File: src/design/assert_macros.svh
// Assertion macros shared by the allocator RTL.
// No dependencies; included by files that carry concurrent checks.
`ifndef ASSERT_MACROS_SVH
`define ASSERT_MACROS_SVH

// Antecedent true at a clock edge implies consequent at the same edge.
`define FBPA_ASSERT_IMPLIES(label, clk, rst, ante, cons) \
   label: assert property (@(posedge clk) disable iff (rst) (ante) |-> (cons)) \
      else $error("fbpa: implication check failed");

// Expression must never be true at a clock edge.
`define FBPA_ASSERT_NEVER(label, clk, rst, expr) \
   label: assert property (@(posedge clk) disable iff (rst) !(expr)) \
      else $error("fbpa: forbidden condition seen");

`endif

File: src/design/fbpa_pkg.sv
// Shared types and constants of the fixed block pool allocator.
// No dependencies; imported by every allocator module.
package fbpa_pkg;

   // defaults for the top-level parameters
   localparam int DEF_MAX_BLOCKS   = 64;
   localparam int DEF_ADDR_BITS    = 32;
   localparam int DEF_HEADER_BYTES = 16;

   // fixed register and field widths
   localparam int PAYLOAD_BITS     = 16;
   localparam int ALIGN_BITS       = 4;
   localparam int BLOCK_COUNT_BITS = 7;
   localparam int STRIDE_BITS      = 18;
   localparam int STATUS_BITS      = 2;
   localparam int CSR_INDEX_BITS   = 2;

   // register indexes
   localparam logic [CSR_INDEX_BITS-1:0] CSR_FIRST_ADDR   = 2'd0;
   localparam logic [CSR_INDEX_BITS-1:0] CSR_PAYLOAD_SIZE = 2'd1;
   localparam logic [CSR_INDEX_BITS-1:0] CSR_ALIGN_LOG2   = 2'd2;
   localparam logic [CSR_INDEX_BITS-1:0] CSR_BLOCK_COUNT  = 2'd3;

   // register reset values
   localparam logic [PAYLOAD_BITS-1:0]     RST_PAYLOAD_SIZE = 16'd64;
   localparam logic [ALIGN_BITS-1:0]       RST_ALIGN_LOG2   = 4'd3;
   localparam logic [BLOCK_COUNT_BITS-1:0] RST_BLOCK_COUNT  = 7'd64;

   // result status codes
   localparam logic [STATUS_BITS-1:0] ST_OK        = 2'd0;
   localparam logic [STATUS_BITS-1:0] ST_POOL_EMPTY = 2'd1;
   localparam logic [STATUS_BITS-1:0] ST_NONE_USED = 2'd2;

   // request operation codes
   localparam logic OP_ALLOC = 1'b0;
   localparam logic OP_FREE  = 1'b1;

   // shift control for the freed-block stack
   typedef struct packed {
      logic push;
      logic pop;
   } stk_ctl_type;

endpackage

File: src/design/fbpa_cell.sv
// One entry of the freed-block stack: a header address register.
// Depends on fbpa_pkg for the stack control struct.
module fbpa_cell import fbpa_pkg::*; #(
   parameter int ADDR_BITS = DEF_ADDR_BITS
) (
   input  logic                 clock,
   input  stk_ctl_type          ctl,
   input  logic [ADDR_BITS-1:0] above_data,
   input  logic [ADDR_BITS-1:0] below_data,
   output logic [ADDR_BITS-1:0] data
);

   logic [ADDR_BITS-1:0] data_ff;

   // take from above on push, from below on pop, else hold
   always_ff @(posedge clock) begin
      priority if (ctl.push) begin
         data_ff <= above_data;
      end else if (ctl.pop) begin
         data_ff <= below_data;
      end else begin
         data_ff <= data_ff;
      end
   end

   assign data = data_ff;

endmodule

File: src/design/fbpa_stack.sv
// Freed-block stack built as a shifting chain of fbpa_cell entries.
// Depends on fbpa_pkg and fbpa_cell; top of stack sits in cell 0.
module fbpa_stack import fbpa_pkg::*; #(
   parameter int MAX_BLOCKS = DEF_MAX_BLOCKS,
   parameter int ADDR_BITS  = DEF_ADDR_BITS
) (
   input  logic                 clock,
   input  stk_ctl_type          ctl,
   input  logic [ADDR_BITS-1:0] push_data,
   output logic [ADDR_BITS-1:0] top_data
);

   logic [ADDR_BITS-1:0] cell_data [MAX_BLOCKS];

   // chain the cells: push shifts toward the bottom, pop toward the top
   for (genvar i = 0; i < MAX_BLOCKS; i++) begin : g_cell
      logic [ADDR_BITS-1:0] above;
      logic [ADDR_BITS-1:0] below;

      if (i == 0) begin : g_head
         assign above = push_data;
      end else begin : g_mid
         assign above = cell_data[i-1];
      end

      if (i == MAX_BLOCKS - 1) begin : g_tail
         assign below = cell_data[i];
      end else begin : g_body
         assign below = cell_data[i+1];
      end

      fbpa_cell #(.ADDR_BITS(ADDR_BITS)) u_cell (
         .clock     (clock),
         .ctl       (ctl),
         .above_data(above),
         .below_data(below),
         .data      (cell_data[i])
      );
   end

   assign top_data = cell_data[0];

endmodule

File: src/design/fixed_block_pool_allocator_unit.sv
// Fixed block pool allocator: control, counters, restart sequencer and result register.
// Depends on fbpa_pkg, fbpa_stack and assert_macros.svh.
//
// Usage:
//   req channel (req_valid/req_ready) carries one item: op 0 allocates a block,
//   op 1 frees the block whose payload address is given. rsp channel
//   (rsp_valid/rsp_ready) returns one item per request: status, granted payload
//   address, and the used and free block counts after the request.
//   rsp_valid rises in the cycle after accept. One item is accepted per cycle when
//   no restart runs and the result register is free or being taken; the freed stack
//   is a chain of cells that shifts by one entry per item, so push and pop are each a single shift.
//   The result sits in an output register: a stalled receiver holds the result,
//   and a new item is accepted in the same cycle the held one is taken.
//   After reset, and after any csr write, a restart sequence recomputes the
//   stride and the highest fresh header (stride, multiply, add); req_ready is
//   low meanwhile. Counts clear and the pool refills with block_count blocks
//   (clamped to MAX_BLOCKS). Freeing while nothing is in use returns a status
//   and changes nothing; other bad addresses are not checked.
`include "assert_macros.svh"
module fixed_block_pool_allocator_unit import fbpa_pkg::*; #(
   parameter int MAX_BLOCKS   = DEF_MAX_BLOCKS,
   parameter int ADDR_BITS    = DEF_ADDR_BITS,
   parameter int HEADER_BYTES = DEF_HEADER_BYTES,
   parameter int CNT_BITS     = $clog2(MAX_BLOCKS + 1),
   parameter int CSR_BITS     = (ADDR_BITS > PAYLOAD_BITS) ? ADDR_BITS : PAYLOAD_BITS
) (
   input  logic                      clock,
   input  logic                      reset,
   // configuration
   input  logic                      csr_write_enable,
   input  logic [CSR_INDEX_BITS-1:0] csr_index,
   input  logic [CSR_BITS-1:0]       csr_write_data,
   // requests
   input  logic                      req_valid,
   output logic                      req_ready,
   input  logic                      req_op,
   input  logic [ADDR_BITS-1:0]      req_payload_address,
   // results
   output logic                      rsp_valid,
   input  logic                      rsp_ready,
   output logic [STATUS_BITS-1:0]    rsp_status,
   output logic [ADDR_BITS-1:0]      rsp_granted_address,
   output logic [CNT_BITS-1:0]       rsp_used_count,
   output logic [CNT_BITS-1:0]       rsp_free_count
);

   localparam int PROD_BITS = CNT_BITS + STRIDE_BITS;
   localparam int WIDE_BITS = (PROD_BITS > ADDR_BITS) ? PROD_BITS : ADDR_BITS;
   localparam logic [ADDR_BITS-1:0] HDR_OFS = ADDR_BITS'(HEADER_BYTES + 1);
   localparam logic [STRIDE_BITS-1:0] RAW_OFS = STRIDE_BITS'(HEADER_BYTES + 2);

   // restart sequencer codes
   localparam logic [1:0] RS_IDLE   = 2'd0;
   localparam logic [1:0] RS_STRIDE = 2'd1;
   localparam logic [1:0] RS_MULT   = 2'd2;
   localparam logic [1:0] RS_ADD    = 2'd3;

   // configuration registers
   logic [ADDR_BITS-1:0]        first_addr_ff;
   logic [PAYLOAD_BITS-1:0]     payload_size_ff;
   logic [ALIGN_BITS-1:0]       align_log2_ff;
   logic [BLOCK_COUNT_BITS-1:0] block_count_ff;

   // restart pipeline
   logic [1:0]                  rs_ff, rs_in;
   logic [STRIDE_BITS-1:0]      stride_ff, stride_in;
   logic [CNT_BITS-1:0]         pool_ff, pool_in;
   logic [ADDR_BITS-1:0]        prod_ff;
   logic [WIDE_BITS-1:0]        prod_wide;
   logic [CNT_BITS-1:0]         pool_m1;
   logic [STRIDE_BITS-1:0]      align_mask;
   logic [STRIDE_BITS-1:0]      raw_stride;

   // pool state
   logic [CNT_BITS-1:0]         depth_ff, depth_in;
   logic [CNT_BITS-1:0]         fresh_ff, fresh_in;
   logic [CNT_BITS-1:0]         used_ff, used_in;
   logic [ADDR_BITS-1:0]        next_hdr_ff, next_hdr_in;

   // result register
   logic                        rsp_valid_ff, rsp_valid_in;
   logic [STATUS_BITS-1:0]      status_ff, status_in;
   logic [ADDR_BITS-1:0]        granted_ff, granted_in;

   // stack interface
   stk_ctl_type                 stk_ctl;
   logic [ADDR_BITS-1:0]        stk_top;
   logic [ADDR_BITS-1:0]        free_hdr;

   logic                        req_fire;
   logic [CNT_BITS+1:0]         count_sum;
   logic                        pool_settled;
   logic                        counts_match;
   logic                        rsp_failed;

   assign req_ready = (rs_ff == RS_IDLE) && (!rsp_valid_ff || rsp_ready);
   assign req_fire  = req_valid && req_ready;
   assign free_hdr  = req_payload_address - HDR_OFS;

   // stride: header + payload + two guards, rounded up to the alignment
   assign align_mask = ~((STRIDE_BITS'(1) << align_log2_ff) - STRIDE_BITS'(1));
   assign raw_stride = STRIDE_BITS'(payload_size_ff) + RAW_OFS;
   assign stride_in  = (raw_stride + ~align_mask) & align_mask;
   assign pool_in    = (int'(block_count_ff) > MAX_BLOCKS) ? CNT_BITS'(MAX_BLOCKS)
                                                           : CNT_BITS'(block_count_ff);
   assign pool_m1    = (pool_ff == '0) ? '0 : pool_ff - CNT_BITS'(1);
   assign prod_wide  = WIDE_BITS'(pool_m1) * WIDE_BITS'(stride_ff);

   // step the restart sequence
   always_comb begin
      rs_in = rs_ff;
      unique case (rs_ff)
         RS_IDLE:   rs_in = RS_IDLE;
         RS_STRIDE: rs_in = RS_MULT;
         RS_MULT:   rs_in = RS_ADD;
         RS_ADD:    rs_in = RS_IDLE;
         default:   rs_in = RS_IDLE;
      endcase
      if (csr_write_enable) begin
         rs_in = RS_STRIDE;
      end
   end

   // decide the item: pop, take fresh, push, or report a status
   always_comb begin
      depth_in     = depth_ff;
      fresh_in     = fresh_ff;
      used_in      = used_ff;
      next_hdr_in  = next_hdr_ff;
      status_in    = status_ff;
      granted_in   = granted_ff;
      rsp_valid_in = rsp_valid_ff && !rsp_ready;
      stk_ctl      = '0;
      if (req_fire) begin
         rsp_valid_in = 1'b1;
         status_in    = ST_OK;
         granted_in   = '0;
         unique case (req_op)
            OP_ALLOC: begin
               priority if (depth_ff != '0) begin
                  granted_in  = stk_top + HDR_OFS;
                  depth_in    = depth_ff - CNT_BITS'(1);
                  used_in     = used_ff + CNT_BITS'(1);
                  stk_ctl.pop = 1'b1;
               end else if (fresh_ff != '0) begin
                  granted_in  = next_hdr_ff + HDR_OFS;
                  next_hdr_in = next_hdr_ff - ADDR_BITS'(stride_ff);
                  fresh_in    = fresh_ff - CNT_BITS'(1);
                  used_in     = used_ff + CNT_BITS'(1);
               end else begin
                  status_in = ST_POOL_EMPTY;
               end
            end
            OP_FREE: begin
               if (used_ff == '0) begin
                  status_in = ST_NONE_USED;
               end else begin
                  depth_in     = depth_ff + CNT_BITS'(1);
                  used_in      = used_ff - CNT_BITS'(1);
                  stk_ctl.push = 1'b1;
               end
            end
            default: status_in = ST_OK;
         endcase
      end
   end

   // configuration registers
   always_ff @(posedge clock) begin
      if (reset) begin
         first_addr_ff   <= '0;
         payload_size_ff <= RST_PAYLOAD_SIZE;
         align_log2_ff   <= RST_ALIGN_LOG2;
         block_count_ff  <= RST_BLOCK_COUNT;
      end else if (csr_write_enable) begin
         unique case (csr_index)
            CSR_FIRST_ADDR:   first_addr_ff   <= csr_write_data[ADDR_BITS-1:0];
            CSR_PAYLOAD_SIZE: payload_size_ff <= csr_write_data[PAYLOAD_BITS-1:0];
            CSR_ALIGN_LOG2:   align_log2_ff   <= csr_write_data[ALIGN_BITS-1:0];
            CSR_BLOCK_COUNT:  block_count_ff  <= csr_write_data[BLOCK_COUNT_BITS-1:0];
            default:          first_addr_ff   <= first_addr_ff;
         endcase
      end
   end

   // control state: restart on reset or write, else advance the item
   always_ff @(posedge clock) begin
      if (reset) begin
         rs_ff        <= RS_STRIDE;
         depth_ff     <= '0;
         fresh_ff     <= '0;
         used_ff      <= '0;
         rsp_valid_ff <= 1'b0;
      end else if (csr_write_enable) begin
         rs_ff        <= rs_in;
         depth_ff     <= '0;
         fresh_ff     <= '0;
         used_ff      <= '0;
         rsp_valid_ff <= rsp_valid_in;
      end else begin
         rs_ff        <= rs_in;
         depth_ff     <= depth_in;
         used_ff      <= used_in;
         rsp_valid_ff <= rsp_valid_in;
         fresh_ff     <= (rs_ff == RS_STRIDE) ? pool_in : fresh_in;
      end
   end

   // restart datapath and result payload
   always_ff @(posedge clock) begin
      if (rs_ff == RS_STRIDE) begin
         stride_ff <= stride_in;
         pool_ff   <= pool_in;
      end
      if (rs_ff == RS_MULT) begin
         prod_ff <= prod_wide[ADDR_BITS-1:0];
      end
      if (rs_ff == RS_ADD) begin
         next_hdr_ff <= first_addr_ff + prod_ff;
      end else begin
         next_hdr_ff <= next_hdr_in;
      end
      status_ff  <= status_in;
      granted_ff <= granted_in;
   end

   fbpa_stack #(
      .MAX_BLOCKS(MAX_BLOCKS),
      .ADDR_BITS (ADDR_BITS)
   ) u_stack (
      .clock    (clock),
      .ctl      (stk_ctl),
      .push_data(free_hdr),
      .top_data (stk_top)
   );

   assign rsp_valid           = rsp_valid_ff;
   assign rsp_status          = status_ff;
   assign rsp_granted_address = granted_ff;
   assign rsp_used_count      = used_ff;
   assign rsp_free_count      = depth_ff + fresh_ff;

   assign count_sum = (CNT_BITS+2)'(used_ff) + (CNT_BITS+2)'(depth_ff)
                    + (CNT_BITS+2)'(fresh_ff);
   assign pool_settled = (rs_ff == RS_IDLE) && !csr_write_enable;
   assign counts_match = (count_sum == (CNT_BITS+2)'(pool_ff));
   assign rsp_failed   = rsp_valid && (rsp_status != ST_OK);

   // every pool block is either in use, freed, or fresh once restart is done
   `FBPA_ASSERT_IMPLIES(a_block_conservation, clock, reset, pool_settled, counts_match)
   // no item is taken while the pool restarts
   `FBPA_ASSERT_IMPLIES(a_no_accept_in_restart, clock, reset, (rs_ff != RS_IDLE), !req_ready)
   // a failed item never grants an address
   `FBPA_ASSERT_IMPLIES(a_fail_no_grant, clock, reset, rsp_failed, (rsp_granted_address == '0))
   // stack never shifts both ways at once
   `FBPA_ASSERT_NEVER(a_stack_ctl_excl, clock, reset, (stk_ctl.push && stk_ctl.pop))

endmodule
File: config.mk
export PLATFORM = sky130hd
export DESIGN_NAME = fixed_block_pool_allocator_unit
export DESIGN_NICKNAME = d
export VERILOG_FILES = /design/src/design/fbpa_pkg.sv /design/src/design/fbpa_cell.sv /design/src/design/fbpa_stack.sv /design/src/design/fixed_block_pool_allocator_unit.sv
export VERILOG_INCLUDE_DIRS = /design/src /design/src/design
export SDC_FILE = /design/constraint.sdc
export NUM_CORES = 2
export LEC_CHECK = 0
export BUFFER_PORTS_ARGS = -buffer_cell sky130_fd_sc_hd__buf_4
export CAP_MARGIN = 10
export CORE_MARGIN = 2
export CORE_UTILIZATION = 45
export DETAILED_ROUTE_END_ITERATION = 8
export PLACE_DENSITY = 0.66
export SLEW_MARGIN = 10
export SYNTH_ARGS = -nofsm -noshare
export SYNTH_HDL_FRONTEND = slang
export SYNTH_SLANG_ARGS = --single-unit
export TNS_END_PERCENT = 20
File: constraint.sdc
create_clock -name clock -period 121.3 [get_ports clock]
set_input_delay 36.39 -clock clock [delete_from_list [all_inputs] [get_ports clock]]
set_output_delay 36.39 -clock clock [all_outputs]
set_load 0.03 [all_outputs]
==> run_summary.xml <==
<?xml version="1.0" encoding="UTF-8"?>
<metrics>
  <group name="sta">
    <metric name="layout_worst_path_cycle_share" unit="">0.605</metric>
    <metric name="timing_worst_slew_pin_value" unit="ns">1.18</metric>
    <metric name="worst_hold_slack" unit="ns">0.398</metric>
    <metric name="finalSetupViolCount" unit="">0</metric>
    <metric name="max_fclk" unit="MHz">13.6</metric>
    <metric name="timing.final.max_slew_violations" unit="">0</metric>
    <metric name="fin_ws" unit="ns">47.93</metric>
    <metric name="timing.setup.tns" unit="ns">0</metric>
    <metric name="final_period_minus_worst_setup_slack" unit="ns">73.37</metric>
    <metric name="hold_viol" unit="">0</metric>
    <metric name="setup_repair_after_global_routing_missed_its_margin" unit="">false</metric>
    <metric name="fin_worst_skew" unit="ns">0.0766</metric>
    <metric name="slew-limit-headroom" unit="">0.211</metric>
  </group>
  <group name="clock_network">
    <metric name="clock_transition_at_path_regs" unit="ns">0.06</metric>
    <metric name="postCtsHoldBufs" unit="">0</metric>
    <metric name="numClockSinks" unit="">2247</metric>
    <metric name="cts-resized-gates" unit="">0</metric>
    <metric name="tritoncts.num_buffers" unit="">227</metric>
    <metric name="clockRootBuffer" unit="">sky130_fd_sc_hd__clkbuf_16</metric>
    <metric name="cts.htree.levels" unit="">4</metric>
    <metric name="number_of_buffers_on_the_longest_clock_path" unit="">3</metric>
    <metric name="tritoncts_clock_tree" unit="">built</metric>
    <metric name="post-cts-setup-buffer-count" unit="">0</metric>
    <metric name="clk_latency" unit="ns">0.89</metric>
  </group>
  <group name="synthesis">
    <metric name="synth_flop_cell" unit="">sky130_fd_sc_hd__edfxtp_1</metric>
    <metric name="net_count_after_synthesis" unit="">10813</metric>
    <metric name="number_of_warnings_reported_in_the_yosys_synthesis_log" unit="">0</metric>
    <metric name="synth_top_cells_by_area" unit="">sky130_fd_sc_hd__edfxtp_1 63%, sky130_fd_sc_hd__nand2_1 23%, sky130_fd_sc_hd__ha_1 1.8%, sky130_fd_sc_hd__clkbuf_1 1.7%, sky130_fd_sc_hd__fa_1 1.6%</metric>
    <metric name="syn-mean-instance-area" unit="um^2">9.82</metric>
    <metric name="synthCells" unit="">10511</metric>
    <metric name="number_of_unique_standard_cell_types_used_by_synthesis" unit="">73</metric>
    <metric name="synth_enable_flop_cells" unit="">2164</metric>
    <metric name="synthesis.area" unit="mm^2">0.103</metric>
    <metric name="synth_async_sr_flop_share" unit="">0</metric>
    <metric name="synth-seq-area-share" unit="">0.646</metric>
    <metric name="synth_largest_area_cell" unit="">sky130_fd_sc_hd__edfxtp_1</metric>
    <metric name="ys_seq_elements" unit="">2247</metric>
    <metric name="synth_largest_type_area_fraction" unit="">0.630</metric>
  </group>
  <group name="critical_path">
    <metric name="cp-end-kind" unit="">primary output</metric>
    <metric name="timing.critical_path.mode_cell" unit="">sky130_fd_sc_hd__buf_4</metric>
    <metric name="crit_path_max_fanout" unit="">2</metric>
    <metric name="critPathLaunchType" unit="">primary input</metric>
    <metric name="cp_cell_sequence" unit="">buf_4 -&gt; nand2b_1 -&gt; and2_1 -&gt; buf_4</metric>
    <metric name="required_arrival_time_at_the_worst_endpoint" unit="ns">84.91</metric>
    <metric name="critical_path.max_stage_delay" unit="ns">0.18</metric>
    <metric name="worst-endpoint-arrival" unit="ns">36.98</metric>
    <metric name="path_class" unit="">in -&gt; out</metric>
    <metric name="critPathSlowestCell" unit="">sky130_fd_sc_hd__and2_1</metric>
  </group>
  <group name="global_routing">
    <metric name="grt_max_degree" unit="">264</metric>
    <metric name="grt_antenna_before_repair" unit="">1</metric>
    <metric name="grt.total_usage" unit="">0.162</metric>
    <metric name="globalRoute.totalOverflow" unit="">0</metric>
    <metric name="first_global_vias" unit="">65425</metric>
    <metric name="grt_first_pass_wirelength" unit="mm">323</metric>
  </group>
  <group name="place">
    <metric name="gp_congestion" unit="">0.853</metric>
    <metric name="port-buffer-count" unit="">121</metric>
    <metric name="dp.final_hpwl" unit="mm">117</metric>
    <metric name="dp_cells" unit="">13197</metric>
    <metric name="place_worst_setup_slack" unit="ns">47.92</metric>
  </group>
  <group name="floorplan">
    <metric name="design.die.area" unit="mm^2">0.233</metric>
    <metric name="die_h" unit="um">483</metric>
    <metric name="chipWidth" unit="um">483</metric>
    <metric name="i_o_pin_total" unit="">122</metric>
    <metric name="initial_utilization" unit="">0.453</metric>
    <metric name="core_area" unit="mm^2">0.228</metric>
    <metric name="floorplan.rows" unit="">175</metric>
  </group>
  <group name="drt">
    <metric name="drt-vias-per-instance" unit="">5.06</metric>
    <metric name="drc" unit="">0</metric>
    <metric name="wire_per_inst" unit="um">14.1</metric>
    <metric name="postRouteWirelength" unit="mm">191</metric>
    <metric name="initialDrtViolationCount" unit="">6452</metric>
    <metric name="vias" unit="">68880</metric>
    <metric name="drt.antenna.violating_nets" unit="">0</metric>
    <metric name="number_of_search_and_repair_iterations_in_the_first_detailed_routing_pass" unit="">6</metric>
  </group>
  <group name="final_layout">
    <metric name="layout.nets" unit="">10719</metric>
    <metric name="mostFrequentLayoutCells" unit="">6,218 x sky130_fd_sc_hd__nand2_1, 2,164 x sky130_fd_sc_hd__edfxtp_1, 231 x sky130_fd_sc_hd__clkbuf_16</metric>
    <metric name="layoutNonFillerInstCount" unit="">13623</metric>
    <metric name="drive_gt1_frac" unit="">0.0539</metric>
    <metric name="syn_to_final_growth" unit="%">10.7</metric>
    <metric name="layout.cells.most_common" unit="">sky130_fd_sc_hd__nand2_1</metric>
    <metric name="fill_cells" unit="">20435</metric>
  </group>
  <group name="pwr">
    <metric name="pwr-share-seq" unit="">0.491</metric>
    <metric name="powerDensity" unit="mW/mm^2">15.5</metric>
    <metric name="vdd.ir_drop.worst" unit="V">0.0000167</metric>
    <metric name="power.share.combinational" unit="">0.108</metric>
    <metric name="net_switching_power" unit="mW">0.424</metric>
    <metric name="total_leakage_power" unit="nW">47.2</metric>
    <metric name="share_clk_of_total_power" unit="">0.401</metric>
    <metric name="switching_share" unit="">0.239</metric>
    <metric name="power.internal" unit="mW">1.35</metric>
  </group>
  <group name="job">
    <metric name="maxCapViolations" unit="">0</metric>
  </group>
  <group name="status">
    <metric name="status" unit="">complete, no violations</metric>
  </group>
  <group name="hold_path">
    <metric name="hp-class" unit="">reg -&gt; reg</metric>
  </group>
</metrics>
## power groups by stage
| stage | logic, mW | registers [mW] | clock network, mW |
|---|---|---|---|
| after detailed placement | 0.190 | 0.889 | 0 |
| after floorplan | 0.148 | 0.907 | 0 |
| final | 0.191 | 0.873 | 0.712 |
| after global routing | 0.220 | 0.874 | 0.761 |
| after global placement | 0.187 | 0.889 | 0 |
| after CTS | 0.192 | 0.873 | 0.731 |
## stage by stage
stage	area (um^2)	power (mW)	utilization
3_3_place_gp	107000	1.08	0.468
4_1_cts	114000	1.80	0.502
6_report	114000	1.78	0.502
3_5_place_dp	107000	1.08	0.468
5_1_grt	114000	1.85	0.502
2_1_floorplan	103000	1.05	-
## sequential cells by signal (all words and copies together), names as in the netlist, 4 cells and up
name,count
prod_ff,25
payload_size_ff,16
stride_ff,18
rsp_used_count,7
align_log2_ff,4
rsp_granted_address,32
pool_ff,7
u_stack.g_cell.u_cell.data,2048
next_hdr_ff,32
block_count_ff,7
first_addr_ff,32
depth_ff,7
fresh_ff,7
## cells by family after synthesis
logic type / Yosys count / synth area share
DFF: 2247 / 0.646
adders and majority gates: 230 / 0.0341
muxes: 26 / 0.00252
xor gates and xnor gates: 185 / 0.0157
and+or+nand+nor: 6728 / 0.252
other: 1 / 0.0000363
buffers and inverters: 678 / 0.0248
AOI/OAI and AO/OA: 416 / 0.0251
## per-layer routing
metal / up-vias / track usage / routed length (um)
li1: 34236 / - / -
met1: 33216 / 0.241 / 93800
met2: 1182 / 0.252 / 86400
met3: 246 / 0.0226 / 7930
met4: 0 / 0.0386 / 3300
met5: - / 0 / 0
## synth_stat cells (4+ instances only)
cell type                   instances
sky130_fd_sc_hd__nand2_1         6218
sky130_fd_sc_hd__edfxtp_1        2164
sky130_fd_sc_hd__clkbuf_1         465
sky130_fd_sc_hd__nor2_1           183
sky130_fd_sc_hd__inv_1            153
sky130_fd_sc_hd__ha_1             145
sky130_fd_sc_hd__a21oi_1          139
sky130_fd_sc_hd__xnor2_1          129
sky130_fd_sc_hd__nor3_1           110
sky130_fd_sc_hd__o21ai_0           88
sky130_fd_sc_hd__fa_1              85
sky130_fd_sc_hd__dfxtp_1           83
sky130_fd_sc_hd__xor2_1            56
sky130_fd_sc_hd__a21o_1            43
sky130_fd_sc_hd__nand3_1           43
sky130_fd_sc_hd__buf_1             41
sky130_fd_sc_hd__mux2i_1           26
sky130_fd_sc_hd__a22oi_1           22
sky130_fd_sc_hd__and3_1            22
sky130_fd_sc_hd__nand2b_1          22
sky130_fd_sc_hd__nor2b_1           20
sky130_fd_sc_hd__or3_1             20
sky130_fd_sc_hd__nand4_1           19
sky130_fd_sc_hd__a211oi_1          18
sky130_fd_sc_hd__and2_1            15
sky130_fd_sc_hd__o211ai_1          14
sky130_fd_sc_hd__a31oi_1           12
sky130_fd_sc_hd__o21a_1            11
sky130_fd_sc_hd__o31ai_1           11
sky130_fd_sc_hd__or2_2             10
sky130_fd_sc_hd__inv_2              9
sky130_fd_sc_hd__o21bai_1           8
sky130_fd_sc_hd__a211o_1            7
sky130_fd_sc_hd__buf_2              7
sky130_fd_sc_hd__nor4_1             7
sky130_fd_sc_hd__nand3b_1           6
sky130_fd_sc_hd__or4_1              6
sky130_fd_sc_hd__a2111oi_0          5
sky130_fd_sc_hd__a41oi_1            4
sky130_fd_sc_hd__nor3b_1            4
sky130_fd_sc_hd__o21ai_1            4
sky130_fd_sc_hd__o311ai_0           4
sky130_fd_sc_hd__o41ai_1            4
## worst paths after layout
path / from / end / slack [ns] / depth (start not counted)
worst min register to register: u_stack.g_cell[62].u_cell.data[24] / u_stack.g_cell[63].u_cell.data[24] / 0.40 / 0
worst max-delay path: rsp_ready / req_ready / 47.93 / 4
worst min-delay path: u_stack.g_cell[62].u_cell.data[24] / u_stack.g_cell[63].u_cell.data[24] / 0.40 / 0
worst max register to register: pool_ff[2] / prod_ff[24] / 113.80 / 22
## critical path, delay by kind of cell
kind          cells  cell delay [ns]
buf+inv           2             0.27
simple gates      2             0.33
## cell type report
cell class | instances | area (um^2) | area share
sequential | 2247 | 66600 | 0.583
multi-input combinational | 7586 | 34000 | 0.298
clock buffer | 274 | 5960 | 0.0522
tap | 3009 | 3760 | 0.0330
clock inverter | 151 | 1700 | 0.0148
timing repair buffer | 191 | 1520 | 0.0133
inverter | 164 | 631 | 0.00552
antenna | 1 | 2.50 | 0.0000219
No activity file was read; power rests on OpenSTA's default activity.
